$ cat config.mk
export PLATFORM = sky130hd
export DESIGN_NAME = range_tagged_sample_fifo_flat
export DESIGN_NICKNAME = d
export VERILOG_FILES = /design/src/design/rtsf_pkg.sv /design/src/design/rtsf_if.sv /design/src/design/rtsf_unpack.sv /design/src/design/range_tagged_sample_fifo.sv /design/src/flat_wrapper.sv
export SDC_FILE = /design/constraint.sdc
export NUM_CORES = 2
export LEC_CHECK = 0
export BUFFER_PORTS_ARGS = -buffer_cell sky130_fd_sc_hd__buf_2
export CORE_AREA = 2 2 361 327
export CTS_BUF_LIST = sky130_fd_sc_hd__clkbuf_16
export DETAILED_ROUTE_END_ITERATION = 8
export DIE_AREA = 0 0 363 329
export PLACE_DENSITY = 0.81
export SLEW_MARGIN = 20
export SYNTH_ARGS = -nofsm -noshare
export SYNTH_HDL_FRONTEND = slang
export SYNTH_SLANG_ARGS = --single-unit
$ cat constraint.sdc
create_clock -name clk -period 7.45 [get_ports clk]
set_input_delay 1.1175 -clock clk [delete_from_list [all_inputs] [get_ports clk]]
set_output_delay 1.1175 -clock clk [all_outputs]
set_load 0.05 [all_outputs]
$ cat src/design/rtsf_pkg.sv
// Shared types, widths, codes and the output scaling function for the
// range-tagged sample FIFO. No dependencies.
package rtsf_pkg;

  localparam int DEFAULT_SAMPLE_DEPTH = 32;

  localparam int BYTE_W   = 8;
  localparam int AXIS_W   = 12;  // one axis after the divide by 16
  localparam int SAMPLE_W = 3 * AXIS_W;
  localparam int OUT_W    = 16;
  localparam int RANGE_W  = 2;
  localparam int FUNC_W   = 2;
  localparam int CFG_W    = 6;
  localparam int CFG_IDX_W = 2;

  typedef logic [FUNC_W-1:0]  func_t;
  typedef logic [RANGE_W-1:0] range_t;

  // Operation codes.
  localparam func_t FUNC_PUSH  = 2'd0;
  localparam func_t FUNC_RANGE = 2'd1;
  localparam func_t FUNC_READ  = 2'd2;
  localparam func_t FUNC_CLEAR = 2'd3;

  // Configuration register indexes.
  localparam logic [CFG_IDX_W-1:0] REG_FILL_LIMIT    = 2'd0;
  localparam logic [CFG_IDX_W-1:0] REG_BIG_ENDIAN    = 2'd1;
  localparam logic [CFG_IDX_W-1:0] REG_INITIAL_RANGE = 2'd2;

  // Range codes.
  localparam range_t RANGE_2G  = 2'd0;
  localparam range_t RANGE_4G  = 2'd1;
  localparam range_t RANGE_8G  = 2'd2;
  localparam range_t RANGE_16G = 2'd3;

  // Raw axis value to milli-g: times 1, 2, 4 or 12 depending on range.
  function automatic logic signed [OUT_W-1:0] scale_axis(
    input logic signed [AXIS_W-1:0] v,
    input range_t rng
  );
    logic signed [OUT_W-1:0] ext;
    logic signed [OUT_W-1:0] res;
    ext = OUT_W'(v);
    unique case (rng)
      RANGE_2G:  res = ext;
      RANGE_4G:  res = ext <<< 1;
      RANGE_8G:  res = ext <<< 2;
      RANGE_16G: res = (ext <<< 3) + (ext <<< 2);
      default:   res = ext;
    endcase
    return res;
  endfunction

endpackage

$ cat src/design/rtsf_if.sv
// Request and response channel interfaces of the range-tagged sample FIFO.
// Depends on rtsf_pkg.
interface rtsf_req_if;
  logic                           valid;
  logic                           ready;
  logic [rtsf_pkg::FUNC_W-1:0]    func;
  logic [rtsf_pkg::BYTE_W-1:0]    byte_0;
  logic [rtsf_pkg::BYTE_W-1:0]    byte_1;
  logic [rtsf_pkg::BYTE_W-1:0]    byte_2;
  logic [rtsf_pkg::BYTE_W-1:0]    byte_3;
  logic [rtsf_pkg::BYTE_W-1:0]    byte_4;
  logic [rtsf_pkg::BYTE_W-1:0]    byte_5;
  logic [rtsf_pkg::RANGE_W-1:0]   new_range;

  modport source (output valid, func, byte_0, byte_1, byte_2, byte_3, byte_4, byte_5,
                  new_range, input ready);
  modport sink   (input valid, func, byte_0, byte_1, byte_2, byte_3, byte_4, byte_5,
                  new_range, output ready);
endinterface

interface rtsf_rsp_if;
  logic                                valid;
  logic                                ready;
  logic signed [rtsf_pkg::OUT_W-1:0]   x_milli_g;
  logic signed [rtsf_pkg::OUT_W-1:0]   y_milli_g;
  logic signed [rtsf_pkg::OUT_W-1:0]   z_milli_g;
  logic                                was_empty;
  logic [rtsf_pkg::RANGE_W-1:0]        range_used;

  modport source (output valid, x_milli_g, y_milli_g, z_milli_g, was_empty, range_used,
                  input ready);
  modport sink   (input valid, x_milli_g, y_milli_g, z_milli_g, was_empty, range_used,
                  output ready);
endinterface

$ cat src/design/rtsf_unpack.sv
// Byte-pair unpacking of one sample: endian select and divide by 16 toward zero.
// Depends on rtsf_pkg.
module rtsf_unpack (
  input  logic                              big_endian,
  input  logic [rtsf_pkg::BYTE_W-1:0]       byte_0,
  input  logic [rtsf_pkg::BYTE_W-1:0]       byte_1,
  input  logic [rtsf_pkg::BYTE_W-1:0]       byte_2,
  input  logic [rtsf_pkg::BYTE_W-1:0]       byte_3,
  input  logic [rtsf_pkg::BYTE_W-1:0]       byte_4,
  input  logic [rtsf_pkg::BYTE_W-1:0]       byte_5,
  output logic [rtsf_pkg::SAMPLE_W-1:0]     sample
);

  logic [rtsf_pkg::BYTE_W-1:0] first  [3];
  logic [rtsf_pkg::BYTE_W-1:0] second [3];

  assign first[0]  = byte_0;
  assign second[0] = byte_1;
  assign first[1]  = byte_2;
  assign second[1] = byte_3;
  assign first[2]  = byte_4;
  assign second[2] = byte_5;

  always_comb begin
    logic [15:0] raw;
    logic [15:0] biased;
    sample = '0;
    for (int a = 0; a < 3; a++) begin
      raw = big_endian ? {first[a], second[a]} : {second[a], first[a]};
      // Negative values get a bias of 15 so the shift truncates toward zero.
      biased = raw + (raw[15] ? 16'd15 : 16'd0);
      sample[a*rtsf_pkg::AXIS_W +: rtsf_pkg::AXIS_W] = biased[15:4];
    end
  end

endmodule

$ cat src/design/range_tagged_sample_fifo.sv
// Top level of the range-tagged sample FIFO: sequencer, sample memory and
// run-length range memory. Depends on rtsf_pkg, rtsf_if and rtsf_unpack.
//
// The block buffers three-axis acceleration samples, each tagged with the
// measuring range in force when it arrived, and hands them back in milli-g.
// Every request transaction is processed in a read-modify-write sequence over
// two memories with registered read ports: the sample memory and the run memory,
// which holds (range, count) runs. A transaction passes through an accept state
// and an update state, plus a second write state when a push drops the oldest
// sample while more than one run is live, because the run memory's single write
// port must then update both the oldest and the newest run. A read waits in its
// update state while the previous response transaction is still held on the
// response channel. After reset the block writes the first run entry in its init
// state before it accepts requests; configuration writes are taken in that state.
// Configuration is meant to be written while no request is in flight.
module range_tagged_sample_fifo #(
  parameter int SAMPLE_DEPTH = rtsf_pkg::DEFAULT_SAMPLE_DEPTH
) (
  input  logic                               clk,
  input  logic                               rst,
  input  logic                               cfg_we,
  input  logic [rtsf_pkg::CFG_IDX_W-1:0]     cfg_index,
  input  logic [rtsf_pkg::CFG_W-1:0]         cfg_data,
  rtsf_req_if.sink                           req,
  rtsf_rsp_if.source                         rsp
);

  localparam int RUN_DEPTH = SAMPLE_DEPTH + 1;
  localparam int SA_W      = $clog2(SAMPLE_DEPTH);
  localparam int CNT_W     = $clog2(SAMPLE_DEPTH + 1);
  localparam int RA_W      = $clog2(RUN_DEPTH);
  localparam int RC_W      = $clog2(RUN_DEPTH + 1);
  localparam int RANGE_W   = rtsf_pkg::RANGE_W;
  localparam int RUN_W     = RANGE_W + CNT_W;
  localparam int AXIS_W    = rtsf_pkg::AXIS_W;

  // Sequencer states.
  localparam logic [2:0] ST_INIT = 3'd0;
  localparam logic [2:0] ST_IDLE = 3'd1;
  localparam logic [2:0] ST_EXEC = 3'd2;
  localparam logic [2:0] ST_WB2  = 3'd3;

  logic [2:0] state;
  logic [2:0] state_next;

  // Configuration registers.
  logic [rtsf_pkg::CFG_W-1:0] fill_limit;
  logic                       big_endian;
  rtsf_pkg::range_t           initial_range;

  // Queue pointers.
  logic [SA_W-1:0]  sample_head;
  logic [CNT_W-1:0] sample_count;
  logic [RA_W-1:0]  run_head;
  logic [RC_W-1:0]  run_count;

  // Latched request.
  rtsf_pkg::func_t             func_q;
  logic [rtsf_pkg::BYTE_W-1:0] bytes_q [6];
  rtsf_pkg::range_t            new_range_q;

  // Output register.
  logic                                out_valid;
  logic signed [rtsf_pkg::OUT_W-1:0]   out_x;
  logic signed [rtsf_pkg::OUT_W-1:0]   out_y;
  logic signed [rtsf_pkg::OUT_W-1:0]   out_z;
  logic                                out_empty;
  rtsf_pkg::range_t                    out_range;

  // Forwarding of an initial_range write that lands on the accept edge.
  logic             cfg_fwd;
  rtsf_pkg::range_t cfg_fwd_range;

  // Memories and their registered read data.
  logic [rtsf_pkg::SAMPLE_W-1:0] sample_mem [SAMPLE_DEPTH];
  logic [RUN_W-1:0]              run_mem    [RUN_DEPTH];
  logic [rtsf_pkg::SAMPLE_W-1:0] sample_rd;
  logic [RUN_W-1:0]              head_rd;
  logic [RUN_W-1:0]              last_rd;

  logic                          sample_we;
  logic [rtsf_pkg::SAMPLE_W-1:0] sample_wdata;
  logic                          run_we;
  logic [RA_W-1:0]               run_waddr;
  logic [RUN_W-1:0]              run_wdata;

  logic accept;
  logic cfg_init_wr;
  logic out_block;
  logic out_load;

  // Address arithmetic.
  logic [SA_W+1:0] slot_sum;
  logic [SA_W+1:0] slot_wrap;
  logic [SA_W-1:0] sample_slot;
  logic [SA_W-1:0] sample_head_inc;
  logic [RA_W+1:0] last_sum;
  logic [RA_W+1:0] last_wrap;
  logic [RA_W-1:0] last_idx;
  logic [RA_W-1:0] last_inc;
  logic [RA_W-1:0] run_head_inc;

  // Decoded run entries.
  rtsf_pkg::range_t head_range;
  logic [CNT_W-1:0] head_len;
  logic [CNT_W-1:0] head_len_dec;
  rtsf_pkg::range_t last_range;
  logic [CNT_W-1:0] last_len;

  logic             limit_full;
  logic [CNT_W-1:0] limit;
  logic             drop;
  logic             open_run;
  logic             pop_removes;
  rtsf_pkg::range_t init_val;

  assign accept      = (state == ST_IDLE) && req.valid;
  assign req.ready   = (state == ST_IDLE);
  assign cfg_init_wr = cfg_we && (cfg_index == rtsf_pkg::REG_INITIAL_RANGE);
  assign out_block   = out_valid && !rsp.ready;
  // A read loads the output register once the previous response has gone.
  assign out_load    = (state == ST_EXEC) && (func_q == rtsf_pkg::FUNC_READ) && !out_block;

  assign rsp.valid      = out_valid;
  assign rsp.x_milli_g  = out_x;
  assign rsp.y_milli_g  = out_y;
  assign rsp.z_milli_g  = out_z;
  assign rsp.was_empty  = out_empty;
  assign rsp.range_used = out_range;

  // Write slot of a push: head plus count, modulo the depth. After a drop the
  // head moves up and the count down, so the slot is the same.
  assign slot_sum    = (SA_W+2)'(sample_head) + (SA_W+2)'(sample_count);
  assign slot_wrap   = (slot_sum >= (SA_W+2)'(SAMPLE_DEPTH)) ?
                       slot_sum - (SA_W+2)'(SAMPLE_DEPTH) : slot_sum;
  assign sample_slot = slot_wrap[SA_W-1:0];
  assign sample_head_inc = (sample_head == SA_W'(SAMPLE_DEPTH - 1)) ?
                           '0 : sample_head + SA_W'(1);

  // Newest run: head plus count minus one, modulo the run depth.
  assign last_sum  = (RA_W+2)'(run_head) + (RA_W+2)'(run_count) - (RA_W+2)'(1);
  assign last_wrap = (last_sum >= (RA_W+2)'(RUN_DEPTH)) ?
                     last_sum - (RA_W+2)'(RUN_DEPTH) : last_sum;
  assign last_idx  = last_wrap[RA_W-1:0];
  assign last_inc  = (last_idx == RA_W'(RUN_DEPTH - 1)) ? '0 : last_idx + RA_W'(1);
  assign run_head_inc = (run_head == RA_W'(RUN_DEPTH - 1)) ? '0 : run_head + RA_W'(1);

  // Run entries as read at accept, with a same-edge initial_range write
  // folded in.
  always_comb begin
    head_range = head_rd[RUN_W-1 -: RANGE_W];
    head_len   = head_rd[CNT_W-1:0];
    last_range = last_rd[RUN_W-1 -: RANGE_W];
    last_len   = last_rd[CNT_W-1:0];
    if (cfg_fwd) begin
      last_range = cfg_fwd_range;
      if (run_head == last_idx) begin
        head_range = cfg_fwd_range;
      end
    end
  end

  assign head_len_dec = head_len - CNT_W'(1);
  assign pop_removes  = (head_len == CNT_W'(1)) && (run_count > RC_W'(1));
  assign open_run     = (last_len != '0) && (run_count < RC_W'(RUN_DEPTH));

  // A fill limit of zero or above the depth means the whole store.
  assign limit_full = (fill_limit == '0) || (32'(fill_limit) > 32'(SAMPLE_DEPTH));
  assign limit      = limit_full ? CNT_W'(SAMPLE_DEPTH) : CNT_W'(fill_limit);
  assign drop       = (sample_count >= limit) && (sample_count != '0);

  assign init_val = cfg_init_wr ? cfg_data[RANGE_W-1:0] : initial_range;

  rtsf_unpack u_unpack (
    .big_endian (big_endian),
    .byte_0     (bytes_q[0]),
    .byte_1     (bytes_q[1]),
    .byte_2     (bytes_q[2]),
    .byte_3     (bytes_q[3]),
    .byte_4     (bytes_q[4]),
    .byte_5     (bytes_q[5]),
    .sample     (sample_wdata)
  );

  // Sequencer. A push that drops the oldest sample with more than one run
  // live needs a second write state (ST_WB2); a read holds while the response waits.
  always_comb begin
    state_next = state;
    unique case (state)
      ST_INIT: state_next = ST_IDLE;
      ST_IDLE: begin
        if (req.valid) begin
          state_next = ST_EXEC;
        end
      end
      ST_EXEC: begin
        state_next = ST_IDLE;
        if ((func_q == rtsf_pkg::FUNC_PUSH) && drop && (run_count != RC_W'(1))) begin
          state_next = ST_WB2;
        end else if ((func_q == rtsf_pkg::FUNC_READ) && out_block) begin
          state_next = ST_EXEC;
        end
      end
      ST_WB2:  state_next = ST_IDLE;
      default: state_next = ST_IDLE;
    endcase
  end

  // Memory write port selection.
  always_comb begin
    sample_we = 1'b0;
    run_we    = 1'b0;
    run_waddr = last_idx;
    run_wdata = '0;
    unique case (state)
      ST_INIT: begin
        run_we    = 1'b1;
        run_waddr = '0;
        run_wdata = {init_val, CNT_W'(0)};
      end
      ST_IDLE: begin
        // With no samples the single run follows the initial_range register.
        if (cfg_init_wr && (sample_count == '0)) begin
          run_we    = 1'b1;
          run_wdata = {cfg_data[RANGE_W-1:0], CNT_W'(0)};
        end
      end
      ST_EXEC: begin
        unique case (func_q)
          rtsf_pkg::FUNC_PUSH: begin
            sample_we = 1'b1;
            if (!drop) begin
              run_we    = 1'b1;
              run_wdata = {last_range, last_len + CNT_W'(1)};
            end else if (run_count != RC_W'(1)) begin
              // Oldest run loses one here; the newest gains one next cycle.
              run_we    = 1'b1;
              run_waddr = run_head;
              run_wdata = {head_range, head_len_dec};
            end
          end
          rtsf_pkg::FUNC_RANGE: begin
            run_we = 1'b1;
            if (open_run) begin
              run_waddr = last_inc;
              run_wdata = {new_range_q, CNT_W'(0)};
            end else begin
              run_wdata = {new_range_q, last_len};
            end
          end
          rtsf_pkg::FUNC_READ: begin
            if (!out_block && (sample_count != '0) && (head_len != '0)) begin
              run_we    = 1'b1;
              run_waddr = run_head;
              run_wdata = {head_range, head_len_dec};
            end
          end
          rtsf_pkg::FUNC_CLEAR: begin
            if (sample_count != '0) begin
              run_we    = 1'b1;
              run_waddr = '0;
              run_wdata = {last_range, CNT_W'(0)};
            end
          end
          default: begin
          end
        endcase
      end
      ST_WB2: begin
        run_we    = 1'b1;
        run_wdata = {last_range, last_len + CNT_W'(1)};
      end
      default: begin
      end
    endcase
  end

  // Sample memory: one write port, one registered read port.
  always_ff @(posedge clk) begin
    if (sample_we) begin
      sample_mem[sample_slot] <= sample_wdata;
    end
    if (accept) begin
      sample_rd <= sample_mem[sample_head];
    end
  end

  // Run memory: one write port, two registered read ports (oldest and newest).
  always_ff @(posedge clk) begin
    if (run_we) begin
      run_mem[run_waddr] <= run_wdata;
    end
    if (accept) begin
      head_rd <= run_mem[run_head];
      last_rd <= run_mem[last_idx];
    end
  end

  // Request latch and forwarding payload.
  always_ff @(posedge clk) begin
    if (accept) begin
      func_q      <= req.func;
      bytes_q[0]  <= req.byte_0;
      bytes_q[1]  <= req.byte_1;
      bytes_q[2]  <= req.byte_2;
      bytes_q[3]  <= req.byte_3;
      bytes_q[4]  <= req.byte_4;
      bytes_q[5]  <= req.byte_5;
      new_range_q <= req.new_range;
    end
    if (cfg_we) begin
      cfg_fwd_range <= cfg_data[RANGE_W-1:0];
    end
  end

  // Control state, configuration and output register.
  always_ff @(posedge clk) begin
    if (rst) begin
      state         <= ST_INIT;
      fill_limit    <= '0;
      big_endian    <= 1'b0;
      initial_range <= rtsf_pkg::RANGE_2G;
      sample_head   <= '0;
      sample_count  <= '0;
      run_head      <= '0;
      run_count     <= RC_W'(1);
      out_valid     <= 1'b0;
      cfg_fwd       <= 1'b0;
    end else begin
      state   <= state_next;
      cfg_fwd <= (state == ST_IDLE) && cfg_init_wr && (sample_count == '0);

      if (cfg_we) begin
        unique case (cfg_index)
          rtsf_pkg::REG_FILL_LIMIT:    fill_limit    <= cfg_data;
          rtsf_pkg::REG_BIG_ENDIAN:    big_endian    <= cfg_data[0];
          rtsf_pkg::REG_INITIAL_RANGE: initial_range <= cfg_data[RANGE_W-1:0];
          default: begin
          end
        endcase
      end

      if (out_load) begin
        out_valid <= 1'b1;
      end else if (rsp.valid && rsp.ready) begin
        out_valid <= 1'b0;
      end

      if (state == ST_EXEC) begin
        unique case (func_q)
          rtsf_pkg::FUNC_PUSH: begin
            if (drop) begin
              sample_head <= sample_head_inc;
              if (pop_removes) begin
                run_head  <= run_head_inc;
                run_count <= run_count - RC_W'(1);
              end
            end else begin
              sample_count <= sample_count + CNT_W'(1);
            end
          end
          rtsf_pkg::FUNC_RANGE: begin
            if (open_run) begin
              run_count <= run_count + RC_W'(1);
            end
          end
          rtsf_pkg::FUNC_READ: begin
            if (out_load) begin
              if (sample_count == '0) begin
                out_x     <= '0;
                out_y     <= '0;
                out_z     <= '0;
                out_empty <= 1'b1;
                out_range <= rtsf_pkg::RANGE_2G;
              end else begin
                out_x <= rtsf_pkg::scale_axis(sample_rd[0*AXIS_W +: AXIS_W], head_range);
                out_y <= rtsf_pkg::scale_axis(sample_rd[1*AXIS_W +: AXIS_W], head_range);
                out_z <= rtsf_pkg::scale_axis(sample_rd[2*AXIS_W +: AXIS_W], head_range);
                out_empty    <= 1'b0;
                out_range    <= head_range;
                sample_head  <= sample_head_inc;
                sample_count <= sample_count - CNT_W'(1);
                if (pop_removes) begin
                  run_head  <= run_head_inc;
                  run_count <= run_count - RC_W'(1);
                end
              end
            end
          end
          rtsf_pkg::FUNC_CLEAR: begin
            if (sample_count != '0) begin
              sample_head  <= '0;
              sample_count <= '0;
              run_head     <= '0;
              run_count    <= RC_W'(1);
            end
          end
          default: begin
          end
        endcase
      end
    end
  end

endmodule

$ cat src/flat_wrapper.sv
// flat-port wrapper written by rule: the top's interface ports become plain ports
module range_tagged_sample_fifo_flat 
#(
  parameter int SAMPLE_DEPTH = rtsf_pkg::DEFAULT_SAMPLE_DEPTH
)
  (clk, rst, cfg_we, cfg_index, cfg_data, req_valid, req_func, req_byte_0, req_byte_1, req_byte_2, req_byte_3, req_byte_4, req_byte_5, req_new_range, req_ready, rsp_valid, rsp_x_milli_g, rsp_y_milli_g, rsp_z_milli_g, rsp_was_empty, rsp_range_used, rsp_ready);
  rtsf_req_if req_i ();
  rtsf_rsp_if rsp_i ();
  input  logic clk;
  input  logic rst;
  input  logic cfg_we;
  input  logic [rtsf_pkg::CFG_IDX_W-1:0] cfg_index;
  input  logic [rtsf_pkg::CFG_W-1:0] cfg_data;
  input wire logic [$bits(req_i.valid)-1:0] req_valid;
  input wire logic [$bits(req_i.func)-1:0] req_func;
  input wire logic [$bits(req_i.byte_0)-1:0] req_byte_0;
  input wire logic [$bits(req_i.byte_1)-1:0] req_byte_1;
  input wire logic [$bits(req_i.byte_2)-1:0] req_byte_2;
  input wire logic [$bits(req_i.byte_3)-1:0] req_byte_3;
  input wire logic [$bits(req_i.byte_4)-1:0] req_byte_4;
  input wire logic [$bits(req_i.byte_5)-1:0] req_byte_5;
  input wire logic [$bits(req_i.new_range)-1:0] req_new_range;
  output wire logic [$bits(req_i.ready)-1:0] req_ready;
  output wire logic [$bits(rsp_i.valid)-1:0] rsp_valid;
  output wire logic [$bits(rsp_i.x_milli_g)-1:0] rsp_x_milli_g;
  output wire logic [$bits(rsp_i.y_milli_g)-1:0] rsp_y_milli_g;
  output wire logic [$bits(rsp_i.z_milli_g)-1:0] rsp_z_milli_g;
  output wire logic [$bits(rsp_i.was_empty)-1:0] rsp_was_empty;
  output wire logic [$bits(rsp_i.range_used)-1:0] rsp_range_used;
  input wire logic [$bits(rsp_i.ready)-1:0] rsp_ready;
  assign req_i.valid = req_valid;
  assign req_i.func = req_func;
  assign req_i.byte_0 = req_byte_0;
  assign req_i.byte_1 = req_byte_1;
  assign req_i.byte_2 = req_byte_2;
  assign req_i.byte_3 = req_byte_3;
  assign req_i.byte_4 = req_byte_4;
  assign req_i.byte_5 = req_byte_5;
  assign req_i.new_range = req_new_range;
  assign req_ready = req_i.ready;
  assign rsp_valid = rsp_i.valid;
  assign rsp_x_milli_g = rsp_i.x_milli_g;
  assign rsp_y_milli_g = rsp_i.y_milli_g;
  assign rsp_z_milli_g = rsp_i.z_milli_g;
  assign rsp_was_empty = rsp_i.was_empty;
  assign rsp_range_used = rsp_i.range_used;
  assign rsp_i.ready = rsp_ready;
  range_tagged_sample_fifo #(.SAMPLE_DEPTH(SAMPLE_DEPTH)) u_core (.clk(clk), .rst(rst), .cfg_we(cfg_we), .cfg_index(cfg_index), .cfg_data(cfg_data), .req(req_i), .rsp(rsp_i));
endmodule
==> summary.txt <==
Outcome
  – Outcome: finished, final reports clean

Worst setup path
  – CP Launch Type: flip-flop
  – Req. time, crit path: 7.95 ns
  – Critical path class: flip-flop to flip-flop
  – WP data arrival: 6.72 ns
  – Worst setup EP type: flip-flop
  – Max FO, Critical Path: 50

Clock tree
  – Post-CTS setup repair buffer count: 0
  – Sink Count: 1609
  – Worst skew pair latency: 0.80 ns
  – H-tree levels: 4
  – Inserted Clock Buffers: 155
  – CTS tree: yes
  – Clock transition at the registers of the reported paths: 0.06 ns
  – PostCTS Resize Cnt: 0
  – CTS Hold Buffers Added: 0
  – Root Buffer: clkbuf_16
  – Bufs on Longest Clock Path: 3

Synthesis
  – Avg Cell Area, Syn: 18.5 µm²
  – Cell Area, Synth: 68900 µm²
  – EDFF count, synth: 1573
  – Syn Inst Count: 3715
  – Synth Warn #: 0
  – Register bit total from synthesis: 1609
  – Top_reg_cell synth: edfxtp_1
  – Post-synthesis sequential area ratio: 69.6%
  – Asr flop ratio synth: 0%
  – Unique masters post-synth: 88
  – Synth Net Count: 3872

Global route
  – Largest net degree at the start of global routing: 89
  – Gr usage total: 32.3%
  – Initial antenna violation count: 6
  – Vias in the first global route: 38500
  – Global-route wire length before repair: 273 mm
  – GRT Residual Overflow: 0

Cells and area
  – Layout Nets: 4079
  – Share of cells above drive strength 1: 27.4%
  – Final std cells w/o fill: 5565
  – Fill cell count: 7134
  – Layout area overhead: 12.6%
  – Finished Cell Area: 77500 µm²

Floorplanning
  – Initial Util: 59.4%
  – I/O pins: 118
  – Site Rows: 119
  – Die area: 119000 µm²
  – Core Area: 116000 µm²
  – Die width: 363 µm
  – Die Y: 329 µm

Timing
  – Skew final: 0.0278 ns
  – Max Freq: 161 MHz
  – Setup TNS: 0 ns
  – RSZ-0062 raised after global routing: false
  – Endpoints failing setup: 0
  – Final Hold Fails: 0
  – WHS: 0.491 ns
  – Final Max Tran Viols: 0
  – Period minus WS final: 6.22 ns
  – Period utilisation layout: 83.4%
  – Max-slew headroom: 20.0%
  – Measured slew at the worst slew-check pin: 1.19 ns

Route
  – DRT Pass-1 Iters: 7
  – Vias/cell: 7.06
  – Routed Antenna Nets: 0
  – Routed wire length per instance: 34.2 µm
  – DRC Markers: 0
  – DR iter-0 viols: 6212
  – Routed Wire Length: 190 mm
  – DR vias: 39300

Worst hold path
  – Worst hold path class: input pin to flip-flop

Placed design
  – PortBufs: 117
  – Placed standard-cell area: 72200 µm²
  – Placed Cells incl. Taps: 5272
  – Gpl congestion: 0.944
  – Post-DP HPWL: 107 mm

Power and ir drop
  – Internal power: 0.0146 W
  – Clk pwr share: 42.5%
  – PwrDens: 241 nW/µm²
  – Total net switching power: 0.00402 W
  – Sequential power share: 53.9%
  – Combinational Power Share: 3.5%
  – Peak supply drop: 0.000194 V
  – Leak: 24.6 nW
  – Switching share of power: 21.6%

Job
  – Max Cap Viol: 0
==> cell type report <==
type | instances | area (µm²) | area share [%]
flip-flops and latches | 1609 | 48000 | 61.9
multi-input cells | 1858 | 20700 | 26.7
clock buffers | 158 | 3950 | 5.10
well taps | 1512 | 1890 | 2.44
repair buffers | 241 | 1670 | 2.15
clock inverters | 127 | 1130 | 1.46
inverters | 57 | 214 | 0.276
diodes | 3 | 7.51 | 0.00968
==> synth_stat cells, types with 7 or more instances <==
| library cell | number | area (µm²) |
|---|---|---|
| mux2i_1 | 75 | 751 |
| xor2_1 | 47 | 412 |
| xnor2_1 | 61 | 534 |
| mux4_2 | 480 | 10800 |
| a211oi_1 | 11 | 82.6 |
| nor2b_1 | 8 | 50.1 |
| and2_1 | 10 | 62.6 |
| mux2_2 | 47 | 529 |
| o31ai_1 | 7 | 52.6 |
| nand3b_1 | 13 | 97.6 |
| nor3_1 | 26 | 130 |
| nand2b_1 | 14 | 87.6 |
| o21bai_1 | 7 | 52.6 |
| nand3_1 | 95 | 475 |
| and3_1 | 11 | 68.8 |
| nor2_1 | 176 | 661 |
| a22o_1 | 9 | 78.8 |
| buf_1 | 34 | 128 |
| buf_2 | 10 | 50.1 |
| a221oi_1 | 8 | 70.1 |
| inv_1 | 54 | 203 |
| edfxtp_1 | 1573 | 47200 |
| a21o_1 | 20 | 150 |
| nand4_1 | 13 | 81.3 |
| nand2_1 | 252 | 946 |
| o21ai_0 | 68 | 340 |
| o221ai_1 | 18 | 158 |
| buf_4 | 7 | 52.6 |
| o2111ai_1 | 8 | 70.1 |
| o21a_1 | 10 | 75.1 |
| o21ai_1 | 11 | 55.1 |
| a22oi_1 | 20 | 150 |
| ha_1 | 86 | 1080 |
| clkbuf_1 | 135 | 507 |
| a31oi_1 | 42 | 263 |
| a21oi_1 | 94 | 470 |
| dfxtp_1 | 36 | 721 |
| o22ai_1 | 18 | 113 |
==> cell families (layout without fill, tap and decap cells) <==
group / Yosys count / in the layout / share of synthesized area (%)
compound gates: 400 / 400 / 3.84
xor+xnor: 112 / 112 / 1.47
fa+ha+maj: 92 / 92 / 1.74
buf+inv: 248 / 583 / 1.45
flops: 1609 / 1609 / 69.6
mux: 606 / 606 / 17.7
other cells: 0 / 3 / 0
simple gates: 648 / 648 / 4.21
==> registers in the layout (all words and copies together) (netlist names), 16 cells and up <==
signal,cells
u_core.bytes_q,48
u_core.sample_rd,36
u_core.rsp.y_milli_g,16
u_core.sample_mem,1152
u_core.rsp.z_milli_g,16
u_core.run_mem,264
u_core.rsp.x_milli_g,16
==> critical path: stages (launching register included) <==
cell and delay (ns):
dfxtp_1 0.38, inv_1 0.14, ha_1 0.31, inv_1 0.06, ha_1 0.18, inv_1 0.07, fa_1 0.95, and2_1 0.30
o2111a_1 0.22, or2_1 0.19, o32ai_2 0.21, o32ai_1 0.43, nand4b_1 0.13, or4_1 0.80, mux2_4 0.73, a21oi_1 0.16
o21ai_2 0.15, buf_4 0.48
==> final timing paths <==
check                                                           from                                    to  slack, ns  cells past startpoint
worst min-delay path                                   req_byte_1[7]        u_core.bytes_q[1][7]$_DFFE_PP_       0.49                      1
worst max-delay path                u_core.run_count[1]$_SDFFE_PP0P_        u_core.run_mem[6][7]$_DFFE_PP_       1.23                     17
worst min register to register  u_core.initial_range[1]$_SDFFE_PP0P_  u_core.initial_range[1]$_SDFFE_PP0P_       0.49                      2
worst max register to register      u_core.run_count[1]$_SDFFE_PP0P_        u_core.run_mem[6][7]$_DFFE_PP_       1.23                     17
==> through the flow <==
stage	utilization [%]	power (W)	setup slack, ns
6_report	66.8	0.0187	1.23
5_1_grt	66.8	0.0191	0.797
4_1_cts	66.7	0.0187	1.30
3_5_place_dp	62.3	0.0109	1.35
3_3_place_gp	62.1	0.0109	1.44
2_1_floorplan	-	0.0106	1.29
==> routing by layer <==
layer / share of wire (%) / vias up / global-route usage, %
met5: 0.0068 / - / 0
met4: 4.3 / 2 / 12.9
met3: 12 / 542 / 8.47
met2: 47 / 3184 / 50.0
met1: 36 / 19900 / 44.4
li1: - / 15600 / -
==> placed cells by master (no fill, tap or decap), types with 10 or more instances in the layout <==
| cell | count |
|---|---|
| and3_1 | 11 |
| xnor2_1 | 48 |
| o22ai_1 | 18 |
| nand3_1 | 95 |
| inv_6 | 10 |
| nand4_1 | 13 |
| a31oi_1 | 42 |
| nor2_1 | 142 |
| o21a_1 | 10 |
| a21oi_1 | 88 |
| clkbuf_16 | 158 |
| mux2_2 | 47 |
| nand3b_1 | 13 |
| nor2_4 | 32 |
| nand2b_1 | 14 |
| ha_1 | 86 |
| dfxtp_1 | 28 |
| nor3_1 | 25 |
| clkinvlp_4 | 12 |
| o221ai_1 | 18 |
| clkinv_2 | 22 |
| a211oi_1 | 11 |
| clkinv_1 | 33 |
| edfxtp_1 | 1573 |
| xor2_1 | 35 |
| bufinv_16 | 15 |
| mux2i_1 | 67 |
| mux4_2 | 480 |
| a22oi_1 | 20 |
| o21ai_1 | 12 |
| o21ai_0 | 60 |
| a21o_1 | 20 |
| buf_4 | 113 |
| nand2_1 | 252 |
| buf_2 | 117 |
| inv_1 | 79 |
==> power by group through the flow <==
stage | Clock [W] | Combinational, W | Sequential (W)
finish | 0.00794 | 0.000655 | 0.0101
global route | 0.00830 | 0.000702 | 0.0101
CTS | 0.00799 | 0.000631 | 0.0101
detailed placement | 0 | 0.000623 | 0.0103
global placement | 0 | 0.000600 | 0.0103
floorplan | 0 | 0.000388 | 0.0103
No activity file was read; power rests on OpenSTA's default activity.
